==> src/hdl/pfw_pkg.sv <==
package pfw_pkg;

    // Event codes carried on the result side.
    typedef enum logic [2:0] {
        EV_VARINT = 3'd0,
        EV_START  = 3'd1,
        EV_BYTE   = 3'd2,
        EV_END    = 3'd3,
        EV_STOP   = 3'd4
    } t_kind;

    // Wire types that the parser understands.
    localparam logic [2:0] WIRE_VARINT  = 3'd0;
    localparam logic [2:0] WIRE_FIXED64 = 3'd1;
    localparam logic [2:0] WIRE_LEN     = 3'd2;
    localparam logic [2:0] WIRE_FIXED32 = 3'd5;

    // Payload sizes of the fixed-width wire types.
    localparam logic [3:0] FIXED64_BYTES = 4'd8;
    localparam logic [3:0] FIXED32_BYTES = 4'd4;

    // Stop causes.
    localparam logic CAUSE_WIRE   = 1'b0;
    localparam logic CAUSE_LENGTH = 1'b1;

    // Varint decoding: 7 payload bits per byte, at most 10 groups kept.
    localparam int unsigned GROUP_BITS = 7;
    localparam int unsigned MAX_GROUPS = 10;

    // Width of the packed result tdata, rounded up to whole bytes.
    localparam int unsigned OUT_FIELD_BITS = 32 + 3 + 64 + 8 + 1;
    localparam int unsigned OUT_DATA_BITS  = ((OUT_FIELD_BITS + 7) / 8) * 8;

    typedef struct packed {
        t_kind       kind;
        logic [31:0] field_id;
        logic [2:0]  wire_type;
        logic [63:0] number_value;
        logic [7:0]  payload_value;
        logic        stop_cause;
        logic        run_last;
    } t_event;

    // Up to two events caused by one input byte.
    typedef struct packed {
        logic   has;
        logic   two;
        t_event ev0;
        t_event ev1;
    } t_pair;

    function automatic t_event mk_event(
        input t_kind       kind,
        input logic [31:0] field_id,
        input logic [2:0]  wire_type,
        input logic [63:0] number_value,
        input logic [7:0]  payload_value,
        input logic        stop_cause
    );
        t_event ev;
        ev.kind          = kind;
        ev.field_id      = field_id;
        ev.wire_type     = wire_type;
        ev.number_value  = number_value;
        ev.payload_value = payload_value;
        ev.stop_cause    = stop_cause;
        ev.run_last      = 1'b0;
        return ev;
    endfunction

endpackage

==> src/hdl/pfw_decode.sv <==
module pfw_decode #(
    parameter int LENGTH_BITS = 32
) (
    input  logic           i_clk,
    input  logic           i_rst_n,
    input  logic           i_in_valid,
    output logic           o_in_ready,
    input  logic [7:0]     i_in_byte,
    input  logic           i_in_last,
    output logic           o_pair_valid,
    input  logic           i_pair_ready,
    output pfw_pkg::t_pair o_pair
);
    import pfw_pkg::*;

    typedef enum logic [2:0] {
        PH_TAG,
        PH_VALUE,
        PH_LEN,
        PH_PAYLOAD,
        PH_STOP
    } t_phase;

    localparam logic [63:0] LenMask = (LENGTH_BITS >= 64) ? {64{1'b1}} :
                                      ((64'd1 << LENGTH_BITS) - 64'd1);

    // Input register.
    logic       r_in_valid;
    logic [7:0] r_in_byte;
    logic       r_in_last;

    // Parser state.
    t_phase                 r_phase, n_phase;
    logic [63:0]            r_acc, n_acc;
    logic [3:0]             r_shift, n_shift;
    logic [31:0]            r_field, n_field;
    logic [2:0]             r_wire, n_wire;
    logic [LENGTH_BITS-1:0] r_remain, n_remain;

    logic [63:0]            acc_new;
    logic [3:0]             shift_new;
    logic                   done;
    logic [31:0]            tag_field;
    logic [2:0]             tag_wire;
    logic [LENGTH_BITS-1:0] remain_dec;
    logic                   fire;
    t_pair                  pair;

    // Fold the current byte's 7-bit group into the accumulator.
    always_comb begin
        acc_new   = r_acc;
        shift_new = r_shift;
        for (int i = 0; i < MAX_GROUPS; i++) begin
            if (r_shift == 4'(i)) begin
                acc_new   = r_acc | (64'(r_in_byte[GROUP_BITS-1:0]) << (GROUP_BITS * i));
                shift_new = 4'(i + 1);
            end
        end
    end

    assign done       = !r_in_byte[7] || r_in_last;
    assign tag_field  = acc_new[34:3];
    assign tag_wire   = acc_new[2:0];
    assign remain_dec = r_remain - LENGTH_BITS'(1);

    // Next state and the events of the byte in the input register.
    always_comb begin
        n_phase  = r_phase;
        n_acc    = r_acc;
        n_shift  = r_shift;
        n_field  = r_field;
        n_wire   = r_wire;
        n_remain = r_remain;
        pair     = '0;

        unique case (r_phase)
            PH_TAG: begin
                n_acc   = acc_new;
                n_shift = shift_new;
                if (done) begin
                    n_acc   = '0;
                    n_shift = '0;
                    n_field = tag_field;
                    n_wire  = tag_wire;
                    if (tag_wire == WIRE_VARINT) begin
                        if (r_in_last) begin
                            pair.has = 1'b1;
                            pair.ev0 = mk_event(EV_VARINT, tag_field, tag_wire, '0, '0, 1'b0);
                        end else begin
                            n_phase = PH_VALUE;
                        end
                    end else if (tag_wire == WIRE_FIXED64 || tag_wire == WIRE_FIXED32) begin
                        pair.has = 1'b1;
                        if (r_in_last) begin
                            pair.ev0 = mk_event(EV_STOP, tag_field, tag_wire, '0, '0,
                                                CAUSE_LENGTH);
                            n_phase  = PH_STOP;
                        end else begin
                            n_remain = (tag_wire == WIRE_FIXED64) ?
                                       LENGTH_BITS'(FIXED64_BYTES) :
                                       LENGTH_BITS'(FIXED32_BYTES);
                            pair.ev0 = mk_event(EV_START, tag_field, tag_wire,
                                                (tag_wire == WIRE_FIXED64) ?
                                                64'(FIXED64_BYTES) : 64'(FIXED32_BYTES),
                                                '0, 1'b0);
                            n_phase  = PH_PAYLOAD;
                        end
                    end else if (tag_wire == WIRE_LEN) begin
                        if (r_in_last) begin
                            pair.has = 1'b1;
                            pair.two = 1'b1;
                            pair.ev0 = mk_event(EV_START, tag_field, tag_wire, '0, '0, 1'b0);
                            pair.ev1 = mk_event(EV_END, tag_field, tag_wire, '0, '0, 1'b0);
                        end else begin
                            n_phase = PH_LEN;
                        end
                    end else begin
                        pair.has = 1'b1;
                        pair.ev0 = mk_event(EV_STOP, tag_field, tag_wire, '0, '0, CAUSE_WIRE);
                        n_phase  = PH_STOP;
                    end
                end
            end
            PH_VALUE: begin
                n_acc   = acc_new;
                n_shift = shift_new;
                if (done) begin
                    n_acc    = '0;
                    n_shift  = '0;
                    pair.has = 1'b1;
                    pair.ev0 = mk_event(EV_VARINT, r_field, r_wire, acc_new, '0, 1'b0);
                    n_phase  = PH_TAG;
                end
            end
            PH_LEN: begin
                n_acc   = acc_new;
                n_shift = shift_new;
                if (done) begin
                    n_acc    = '0;
                    n_shift  = '0;
                    pair.has = 1'b1;
                    if ((acc_new & ~LenMask) != '0) begin
                        pair.ev0 = mk_event(EV_STOP, r_field, r_wire, '0, '0, CAUSE_LENGTH);
                        n_phase  = PH_STOP;
                    end else if (acc_new == '0) begin
                        pair.two = 1'b1;
                        pair.ev0 = mk_event(EV_START, r_field, r_wire, '0, '0, 1'b0);
                        pair.ev1 = mk_event(EV_END, r_field, r_wire, '0, '0, 1'b0);
                        n_phase  = PH_TAG;
                    end else if (r_in_last) begin
                        pair.ev0 = mk_event(EV_STOP, r_field, r_wire, '0, '0, CAUSE_LENGTH);
                        n_phase  = PH_STOP;
                    end else begin
                        n_remain = acc_new[LENGTH_BITS-1:0];
                        pair.ev0 = mk_event(EV_START, r_field, r_wire, acc_new, '0, 1'b0);
                        n_phase  = PH_PAYLOAD;
                    end
                end
            end
            PH_PAYLOAD: begin
                pair.has = 1'b1;
                pair.ev0 = mk_event(EV_BYTE, r_field, r_wire, '0, r_in_byte, 1'b0);
                n_remain = remain_dec;
                if (remain_dec == '0) begin
                    pair.two = 1'b1;
                    pair.ev1 = mk_event(EV_END, r_field, r_wire, '0, '0, 1'b0);
                    n_phase  = PH_TAG;
                end else if (r_in_last) begin
                    pair.two = 1'b1;
                    pair.ev1 = mk_event(EV_STOP, r_field, r_wire, '0, '0, CAUSE_LENGTH);
                    n_phase  = PH_STOP;
                end
            end
            PH_STOP: begin
                pair = '0;
            end
            default: begin
                n_phase = PH_STOP;
            end
        endcase

        // Mark the final event of this byte.
        pair.ev0.run_last = !pair.two;
        pair.ev1.run_last = pair.two;

        // The end of the message returns the parser to its idle state.
        if (r_in_last) begin
            n_phase  = PH_TAG;
            n_acc    = '0;
            n_shift  = '0;
            n_field  = '0;
            n_wire   = '0;
            n_remain = '0;
        end
    end

    // A byte leaves the input register once its events have room.
    assign fire         = r_in_valid && (!pair.has || i_pair_ready);
    assign o_pair_valid = r_in_valid && pair.has;
    assign o_pair       = pair;
    assign o_in_ready   = !r_in_valid || fire;

    // Input register and parser state.
    always_ff @(posedge i_clk) begin
        if (!i_rst_n) begin
            r_in_valid <= 1'b0;
            r_phase    <= PH_TAG;
            r_acc      <= '0;
            r_shift    <= '0;
            r_field    <= '0;
            r_wire     <= '0;
            r_remain   <= '0;
        end else begin
            if (o_in_ready) begin
                r_in_valid <= i_in_valid;
            end
            if (fire) begin
                r_phase  <= n_phase;
                r_acc    <= n_acc;
                r_shift  <= n_shift;
                r_field  <= n_field;
                r_wire   <= n_wire;
                r_remain <= n_remain;
            end
        end
    end

    // Input payload needs no reset.
    always_ff @(posedge i_clk) begin
        if (o_in_ready && i_in_valid) begin
            r_in_byte <= i_in_byte;
            r_in_last <= i_in_last;
        end
    end

endmodule

==> src/hdl/pfw_out_queue.sv <==
module pfw_out_queue (
    input  logic                               i_clk,
    input  logic                               i_rst_n,
    input  logic                               i_pair_valid,
    output logic                               o_pair_ready,
    input  pfw_pkg::t_pair                     i_pair,
    output logic                               o_m_axis_tvalid,
    input  logic                               i_m_axis_tready,
    output logic [pfw_pkg::OUT_DATA_BITS-1:0]  o_m_axis_tdata,
    output logic [2:0]                         o_m_axis_tuser,
    output logic                               o_m_axis_tlast
);
    import pfw_pkg::*;

    localparam int unsigned PadBits = OUT_DATA_BITS - OUT_FIELD_BITS;

    t_pair      r_ent [2];
    logic       r_wr_ptr;
    logic       r_rd_ptr;
    logic [1:0] r_count;
    logic       r_sub;

    t_pair  head;
    t_event ev;
    logic   out_fire;
    logic   pop;
    logic   push;

    // Select the event at the head of the queue.
    assign head     = r_ent[r_rd_ptr];
    assign ev       = r_sub ? head.ev1 : head.ev0;
    assign out_fire = o_m_axis_tvalid && i_m_axis_tready;
    assign pop      = out_fire && (r_sub == head.two);
    assign push     = i_pair_valid && o_pair_ready;

    assign o_pair_ready    = (r_count != 2'd2) || pop;
    assign o_m_axis_tvalid = (r_count != 2'd0);
    assign o_m_axis_tuser  = ev.kind;
    assign o_m_axis_tlast  = ev.run_last;
    assign o_m_axis_tdata  = {{PadBits{1'b0}}, ev.stop_cause, ev.payload_value,
                              ev.number_value, ev.wire_type, ev.field_id};

    // Pointers, fill count and the event index within the head pair.
    always_ff @(posedge i_clk) begin
        if (!i_rst_n) begin
            r_wr_ptr <= 1'b0;
            r_rd_ptr <= 1'b0;
            r_count  <= '0;
            r_sub    <= 1'b0;
        end else begin
            if (push) begin
                r_wr_ptr <= !r_wr_ptr;
            end
            if (pop) begin
                r_rd_ptr <= !r_rd_ptr;
                r_sub    <= 1'b0;
            end else if (out_fire) begin
                r_sub <= 1'b1;
            end
            unique case ({push, pop})
                2'b10:   r_count <= r_count + 2'd1;
                2'b01:   r_count <= r_count - 2'd1;
                default: r_count <= r_count;
            endcase
        end
    end

    // Queue storage.
    always_ff @(posedge i_clk) begin
        if (push) begin
            r_ent[r_wr_ptr] <= i_pair;
        end
    end

endmodule

==> src/hdl/protobuf_wire_field_parser.sv <==
// Channel   Dir  Group              Item
// input     in   s_axis (tdata 8)   one message byte, tlast on the final byte
// result    out  m_axis (tdata 112) one wire event, tuser event kind, tlast on
//                                   the last event of a byte
//
// One byte is accepted every cycle while each byte gives at most one event and
// the result port is ready. A byte that gives two events (field start and end,
// payload byte and field end or stop) takes two transfers on the result port;
// a two-entry queue of per-byte event pairs sits between the decoder and the
// result port. A byte's events reach the port via the input register and queue.
// Reset is synchronous and active low; no clearing pass is needed.
// A stalled result port fills the queue and then backs up into the input.
module protobuf_wire_field_parser #(
    parameter int LENGTH_BITS = 32
) (
    input  logic                              i_clk,
    input  logic                              i_rst_n,
    input  logic                              i_s_axis_tvalid,
    output logic                              o_s_axis_tready,
    input  logic [7:0]                        i_s_axis_tdata,  // data_byte
    input  logic                              i_s_axis_tlast,  // end_of_message
    output logic                              o_m_axis_tvalid,
    input  logic                              i_m_axis_tready,
    // field_id[31:0], wire_type[34:32], number_value[98:35],
    // payload_value[106:99], stop_cause[107], zero pad[111:108]
    output logic [pfw_pkg::OUT_DATA_BITS-1:0] o_m_axis_tdata,
    output logic [2:0]                        o_m_axis_tuser,  // event_kind
    output logic                              o_m_axis_tlast   // run_last
);
    import pfw_pkg::*;

    logic  pair_valid;
    logic  pair_ready;
    t_pair pair;

    // Byte decoder with the parser state.
    pfw_decode #(
        .LENGTH_BITS (LENGTH_BITS)
    ) u_decode (
        .i_clk        (i_clk),
        .i_rst_n      (i_rst_n),
        .i_in_valid   (i_s_axis_tvalid),
        .o_in_ready   (o_s_axis_tready),
        .i_in_byte    (i_s_axis_tdata),
        .i_in_last    (i_s_axis_tlast),
        .o_pair_valid (pair_valid),
        .i_pair_ready (pair_ready),
        .o_pair       (pair)
    );

    // Result queue, one event per item on the output.
    pfw_out_queue u_out_queue (
        .i_clk           (i_clk),
        .i_rst_n         (i_rst_n),
        .i_pair_valid    (pair_valid),
        .o_pair_ready    (pair_ready),
        .i_pair          (pair),
        .o_m_axis_tvalid (o_m_axis_tvalid),
        .i_m_axis_tready (i_m_axis_tready),
        .o_m_axis_tdata  (o_m_axis_tdata),
        .o_m_axis_tuser  (o_m_axis_tuser),
        .o_m_axis_tlast  (o_m_axis_tlast)
    );

endmodule
==> config.mk <==
export PLATFORM = sky130hd
export DESIGN_NAME = protobuf_wire_field_parser
export DESIGN_NICKNAME = d
export VERILOG_FILES = /design/src/hdl/pfw_pkg.sv /design/src/hdl/pfw_decode.sv /design/src/hdl/pfw_out_queue.sv /design/src/hdl/protobuf_wire_field_parser.sv
export SDC_FILE = /design/constraint.sdc
export NUM_CORES = 1
export LEC_CHECK = 0
export BUFFER_PORTS_ARGS = -buffer_cell sky130_fd_sc_hd__buf_2
export CAP_MARGIN = 5
export CORE_AREA = 5 5 195 197
export CTS_BUF_LIST = sky130_fd_sc_hd__clkbuf_8
export DETAILED_ROUTE_END_ITERATION = 8
export DIE_AREA = 0 0 200 202
export PLACE_DENSITY = 0.78
export SLEW_MARGIN = 20
export SYNTH_ARGS = -nofsm -noshare
export SYNTH_HDL_FRONTEND = slang
export SYNTH_SLANG_ARGS = --single-unit
==> constraint.sdc <==
create_clock -name i_clk -period 8.8 [get_ports i_clk]
set_input_delay 0.44 -clock i_clk [delete_from_list [all_inputs] [get_ports i_clk]]
set_output_delay 0.44 -clock i_clk [all_outputs]
set_load 0.005 [all_outputs]
### Yosys cells after proc, flatten, opt, wreduce, memory -nomap -nowiden

Memories as Yosys holds them, arrays and structs flattened. A register that Yosys moved wholly into a read port is not among the register bits.
Index checks and enable logic that the tools add are counted.

| operators by class | value |
|---|---|
| add/subtract/negate cells | 3 |
| reduce and logical (&&, ||, !) cells | 37 |
| equality and inequality tests | 29 |
| bitwise operators | 11 |
| mux-type cells | 93 |

Operators by type and width:

| kind | count |
|---|---|
| 112-bit two-way mux | 13 |
| 64-bit two-way mux | 13 |
| 226-bit two-way mux | 3 |
| 112-bit case mux with 4 select lines | 1 |
| 112-bit case mux with 3 select lines | 1 |
| 32-bit two-way mux | 10 |
| 111-bit two-way mux | 2 |
| 109-bit two-way mux | 2 |
| 32-bit case mux with 3 select lines | 1 |
| 64-bit zero test | 1 |
| 64-bit by 14-bit OR with 64-bit output | 1 |
| 64-bit by 21-bit OR with 64-bit output | 1 |
| 64-bit by 28-bit OR with 64-bit output | 1 |
| 64-bit by 35-bit OR with 64-bit output | 1 |
| 64-bit by 42-bit OR with 64-bit output | 1 |
| 64-bit by 49-bit OR with 64-bit output | 1 |
| 64-bit by 56-bit OR with 64-bit output | 1 |
| 64-bit by 63-bit OR with 64-bit output | 1 |
| 64-bit OR | 1 |
| 64-bit by 7-bit OR with 64-bit output | 1 |
| 64-bit nonzero test | 1 |
| 4-bit two-way mux | 15 |
| 3-bit two-way mux | 12 |
| 32-bit zero test | 1 |
| 38 further kinds | 87 |

| storage, ports and cells | value |
|---|---|
| input port bits | 13 |
| bits in writable memories | 452 |
| output and inout bits | 118 |
| memories kept | 1 |
| bits in registers | 153 |
| word-level logic and storage cells | 187 |

Memories:

| memory | words | bits a word | rd ports | clocked after memory_dff | wr ports | RTL line | RTL |
|---|---|---|---|---|---|---|---|
| u_out_queue.r_ent | 2 | 226 | 1 | 1 | 1 | pfw_out_queue.sv:17 | `t_pair r_ent [2];` |

### Longest topological paths before layout

| logic depth | value |
|---|---|
| depth after elaboration | 23 |
| mapped depth | 12 |

### Hierarchy

From an unflattened synthesis, not the netlist that was laid out.

| second synthesis, totals | value |
|---|---|
| cells, all modules | 2057 |
| area total of the unflattened synthesis | 26710.6 um^2 |

By module, submodules not included:

| module | times used | area an instance (um^2) | cells each |
|---|---|---|---|
| pfw_out_queue | 1 | 16537.1 | 633 |
| pfw_decode | 1 | 10173.5 | 1424 |

### Worst setup path after synthesis

Ideal clock, no wire load.

| timing | value |
|---|---|
| kind | register to register |
| from | register u_decode.r_shift[3] |
| to | memory u_out_queue.r_ent[0][100] in the netlist's numbering, enable pin |
| buffers on the path | 2 |
| cell stages (with the launch flop) | 9 |
| arrival | 7.806 ns |
| clock period less this slack | 8.469 ns |
| slack | 0.331 ns |
| path through | dfxtp_1 -> buf_4 -> nor4_1 -> buf_4 -> a2111o_1 -> a21oi_1 -> nor2_1 -> nand3_1 -> nor2_1 |

| on the way | value |
|---|---|
| word-level cells in the longest chain between the ends | 21 |
| elaborated cells on any way between the ends | 34 |
| classes of those cells | eq/ne: 12; mux: 17; reduce/logical: 5 |

RTL lines:

| element | RTL line | RTL |
|---|---|---|
| start: declaration | pfw_decode.sv:35 | `logic [3:0] r_shift, n_shift;` |
| start signal: assignment | pfw_decode.sv:220 | `r_shift <= n_shift;` |
| 4-bit zero test | pfw_decode.sv:54 | `if (r_shift == 4'(i)) begin` |
| 64-bit two-way mux (9 in series) | pfw_decode.sv:54 |  |
| 64-bit two-way mux * | pfw_decode.sv:54 |  |
| 3-bit by 2-bit == test with 1-bit output, or another cell as far along | pfw_decode.sv:108 | `end else if (tag_wire == WIRE_LEN) begin` |
| 1-bit two-way mux / 1-bit logical OR (equally long branches) | pfw_decode.sv:108, pfw_decode.sv:92 |  |
| 1-bit two-way mux | pfw_decode.sv:92 | `end else if (tag_wire == WIRE_FIXED64 \|\| tag_wire == WIRE_FIXED32) begin` |
| 1-bit two-way mux * | pfw_decode.sv:85 | `if (tag_wire == WIRE_VARINT) begin` |
| 226-bit two-way mux * | pfw_decode.sv:80 | `if (done) begin` |
| 1-bit case mux with 4 select lines * | pfw_decode.sv:76 | `unique case (r_phase)` |
| 1-bit logical AND * | pfw_decode.sv:199 | `assign o_pair_valid = r_in_valid && pair.has;` |
| 1-bit logical AND * | pfw_out_queue.sv:34 | `assign push = i_pair_valid && o_pair_ready;` |
| 1-bit two-way mux * | pfw_out_queue.sv:70 | `if (push) begin` |
| 1-bit two-way mux (implied by the code) * | pfw_out_queue.sv:71 | `r_ent[r_wr_ptr] <= i_pair;` |
| end: declaration | pfw_out_queue.sv:17 |  |

Mark *: on every way between the ends. The rest lies on a longest branch, timed or not.

==> flow_metrics.tcl <==
set metrics [dict create \
    critPathLaunchType "flop" \
    hold_violations 0 \
    tightestPinTransition_ns 1.10 \
    crit_path_end_kind "flop" \
    worstSkewPairLatency_ns 0.62 \
    ys_seq_area_frac 0.602 \
    clk_pin_slew_ns 0.06 \
    vias 15000 \
    nets 1879 \
    crit_path_top_delay_cell "a21oi_1" \
    syn_inst 1767 \
    cp.arrival_ns 4.85 \
    cts_resized 0 \
    core-area_sq_mm 0.0361 \
    ys_seq_elements 454 \
    cts_tree "done" \
    area_delta_synth_final_pct 11.6 \
    design_area_sq_mm 0.0226 \
    power_density_mw_per_mm2 197 \
    fmax_ghz 0.228 \
    port_buffers 126 \
    die_w_um 200 \
    crit_family "simple AND/OR/NAND/NOR gates" \
    finalSetupViolCount 0 \
    drt-initial-drc-count 2093 \
    ir_worst_vdd_v 0.000138 \
    critPathMaxStageDelay_ns 0.79 \
    grt_max_degree 82 \
    ant_nets 0 \
    grt_first_pass_wirelength_mm 82.2 \
    num_antenna_cells 0 \
    yosysUniqueCellTypes 78 \
    cts_buffer_depth 3 \
    period_minus_slack_ns 4.39 \
    p_leak_nw 7.58 \
    antenna_found_initial 1 \
    post_cts_buffers 0 \
    yosys_warnings 0 \
    cts.sinks 454 \
    status "finished, final reports clean" \
    async_flop_share 0 \
    wl_mm 53.1 \
    grt_usage 0.259 \
    synth_enable_flop_cells 309 \
    critPathKind "flop to flop" \
    h-tree-depth 3 \
    drc_errors 0 \
    clock-root-buffer "clkbuf_8" \
    maxCapViolCount 0 \
    crit_top_cell "nor4_1" \
    avgSynthCellArea_sq_um 11.5 \
    rows 70 \
    dpl-instance-area_sq_mm 0.0212 \
    skew_ns 0.0230 \
    cp_cell_sequence "nor4_1 -> buf_4 -> a21oi_1 -> nand4_1 -> nor4_1 -> nand2_1 -> nor4_1 -> o21bai_4 -> buf_4 -> a22o_1" \
    syn_area_sq_mm 0.0202 \
    post_drt_wl_per_cell_um 22.3 \
    finalCritPeriodShare 0.499 \
    layout_commonest_cell "edfxtp_1" \
    grt_pass1_vias 14400 \
    die_area_sq_mm 0.0404 \
    path_max_fanout 34 \
    routed_via_density 6.28 \
    dp_hpwl_mm 33.3 \
    final_layout_size_suffix_gt1_frac 0.180 \
    layout_common_cells "edfxtp_1 (309), nor2_1 (227), a21oi_1 (180)" \
    die_h_um 202 \
    critPathRequiredTime_ns 9.27 \
    fin_tns_setup_ns 0 \
    maxSlewHeadroom 0.265 \
    numCtsBuffers 73 \
    timing.critical_path.buf_inv 2 \
    initial_core_util 0.561 \
    dr.pass1.iters 7 \
    ios 131 \
    place.gp.congestion 0.938 \
    hold_class "primary input to flop" \
    slew_violations 0 \
    rsz0062_at_grt "false" \
    synth-main-ff-cell "edfxtp_1" \
    grt_overflow 0 \
]
==> sequential cells by signal, summed over array words and instances, names as in the netlist, named ones only <==
name	cells
u_out_queue.r_ent	300
u_decode.r_acc	64
u_decode.r_field	32
u_decode.r_remain	32
u_decode.r_in_byte	8
u_decode.r_shift	4
u_decode.r_phase	3
u_decode.r_wire	3
u_out_queue.r_count	2
u_decode.r_in_last	1
u_decode.r_in_valid	1
u_out_queue.r_rd_ptr	1
u_out_queue.r_sub	1
u_out_queue.r_wr_ptr	1
==> metal layers <==
layer  vias to the layer above  wire length, um  global-route usage
li1                       6739                -                   -
met1                      7310            22100               0.371
met2                       805            24500               0.395
met3                       130             5130              0.0650
met4                         2             1440              0.0740
met5                         -               10                   0
==> stage by stage <==
step                      utilization  total power, W  std cells  setup WS, ns  hold slack, ns
after floorplan                     -         0.00265       1770         0.331           0.432
after global placement          0.586         0.00279       2249          4.69           0.439
after detailed placement        0.586         0.00280       2249          4.51           0.445
after CTS                       0.626         0.00447       2388          4.51         0.00293
after global routing            0.626         0.00461       2388          4.21         0.00342
final                           0.626         0.00445       2388          4.41          0.0338
==> synth_stat cells (12+ instances only) <==
cell	instances	area, sq um
a21o_1	12	90.1
a21oi_1	180	901
a22oi_1	12	90.1
and3_1	12	75.1
buf_2	12	60.1
clkbuf_1	114	428
dfxtp_1	145	2900
edfxtp_1	309	9280
mux2i_1	75	751
mux4_2	39	878
nand2_1	138	518
nand2b_1	25	156
nand3_1	53	265
nand4_1	16	100
nor2_1	230	863
nor3_1	23	115
nor4_1	22	138
o21ai_0	68	340
o21ai_1	14	70.1
o22ai_1	19	119
o2bb2ai_2	20	300
or3_1	32	200
xnor2_1	23	201
==> path summary, 6_finish.rpt <==
check / from / to / slack, ns / cells after the start
max reg2reg: u_decode.r_shift[1] / u_out_queue.r_ent[1][89] / 4.41 / 10
min reg2reg: u_decode.r_acc[63] / u_decode.r_acc[63] / 0.45 / 2
max: u_decode.r_shift[1] / u_out_queue.r_ent[1][89] / 4.41 / 10
min: i_s_axis_tdata[4] / u_decode.r_in_byte[4] / 0.03 / 1
==> power breakdown <==
group	total [W]	switching (W)	internal, W
registers	0.00236	0.0000354	0.00233
clock network	0.00169	0.000805	0.000881
logic	0.000401	0.000253	0.000148
total	0.00445	0.00109	0.00335
==> layout make-up <==
type / instances / area [sq um]
Timing Repair Buffer: 165 / 941
Clock inverter: 50 / 231
Fill cell: 2829 / 13500
Sequential cell: 454 / 12200
Clock buffer: 82 / 1130
Inverter: 13 / 48.8
Multi-Input combinational cell: 1156 / 7470
Tap cell: 468 / 586
==> cell families after synthesis <==
logic type / synth area share
compound gates: 0.127
simple gates: 0.143
buf+inv: 0.0330
fa+ha+maj: 0.00185
mux: 0.0805
flops: 0.602
other cells: 0.000185
xor+xnor: 0.0125
==> timing repair <==
action                     4_1_cts  5_1_grt
setup endpoints to repair        0        0
hold endpoints to repair         7        0
hold buffers                     7        0
Power figures use the tool's default switching activity.
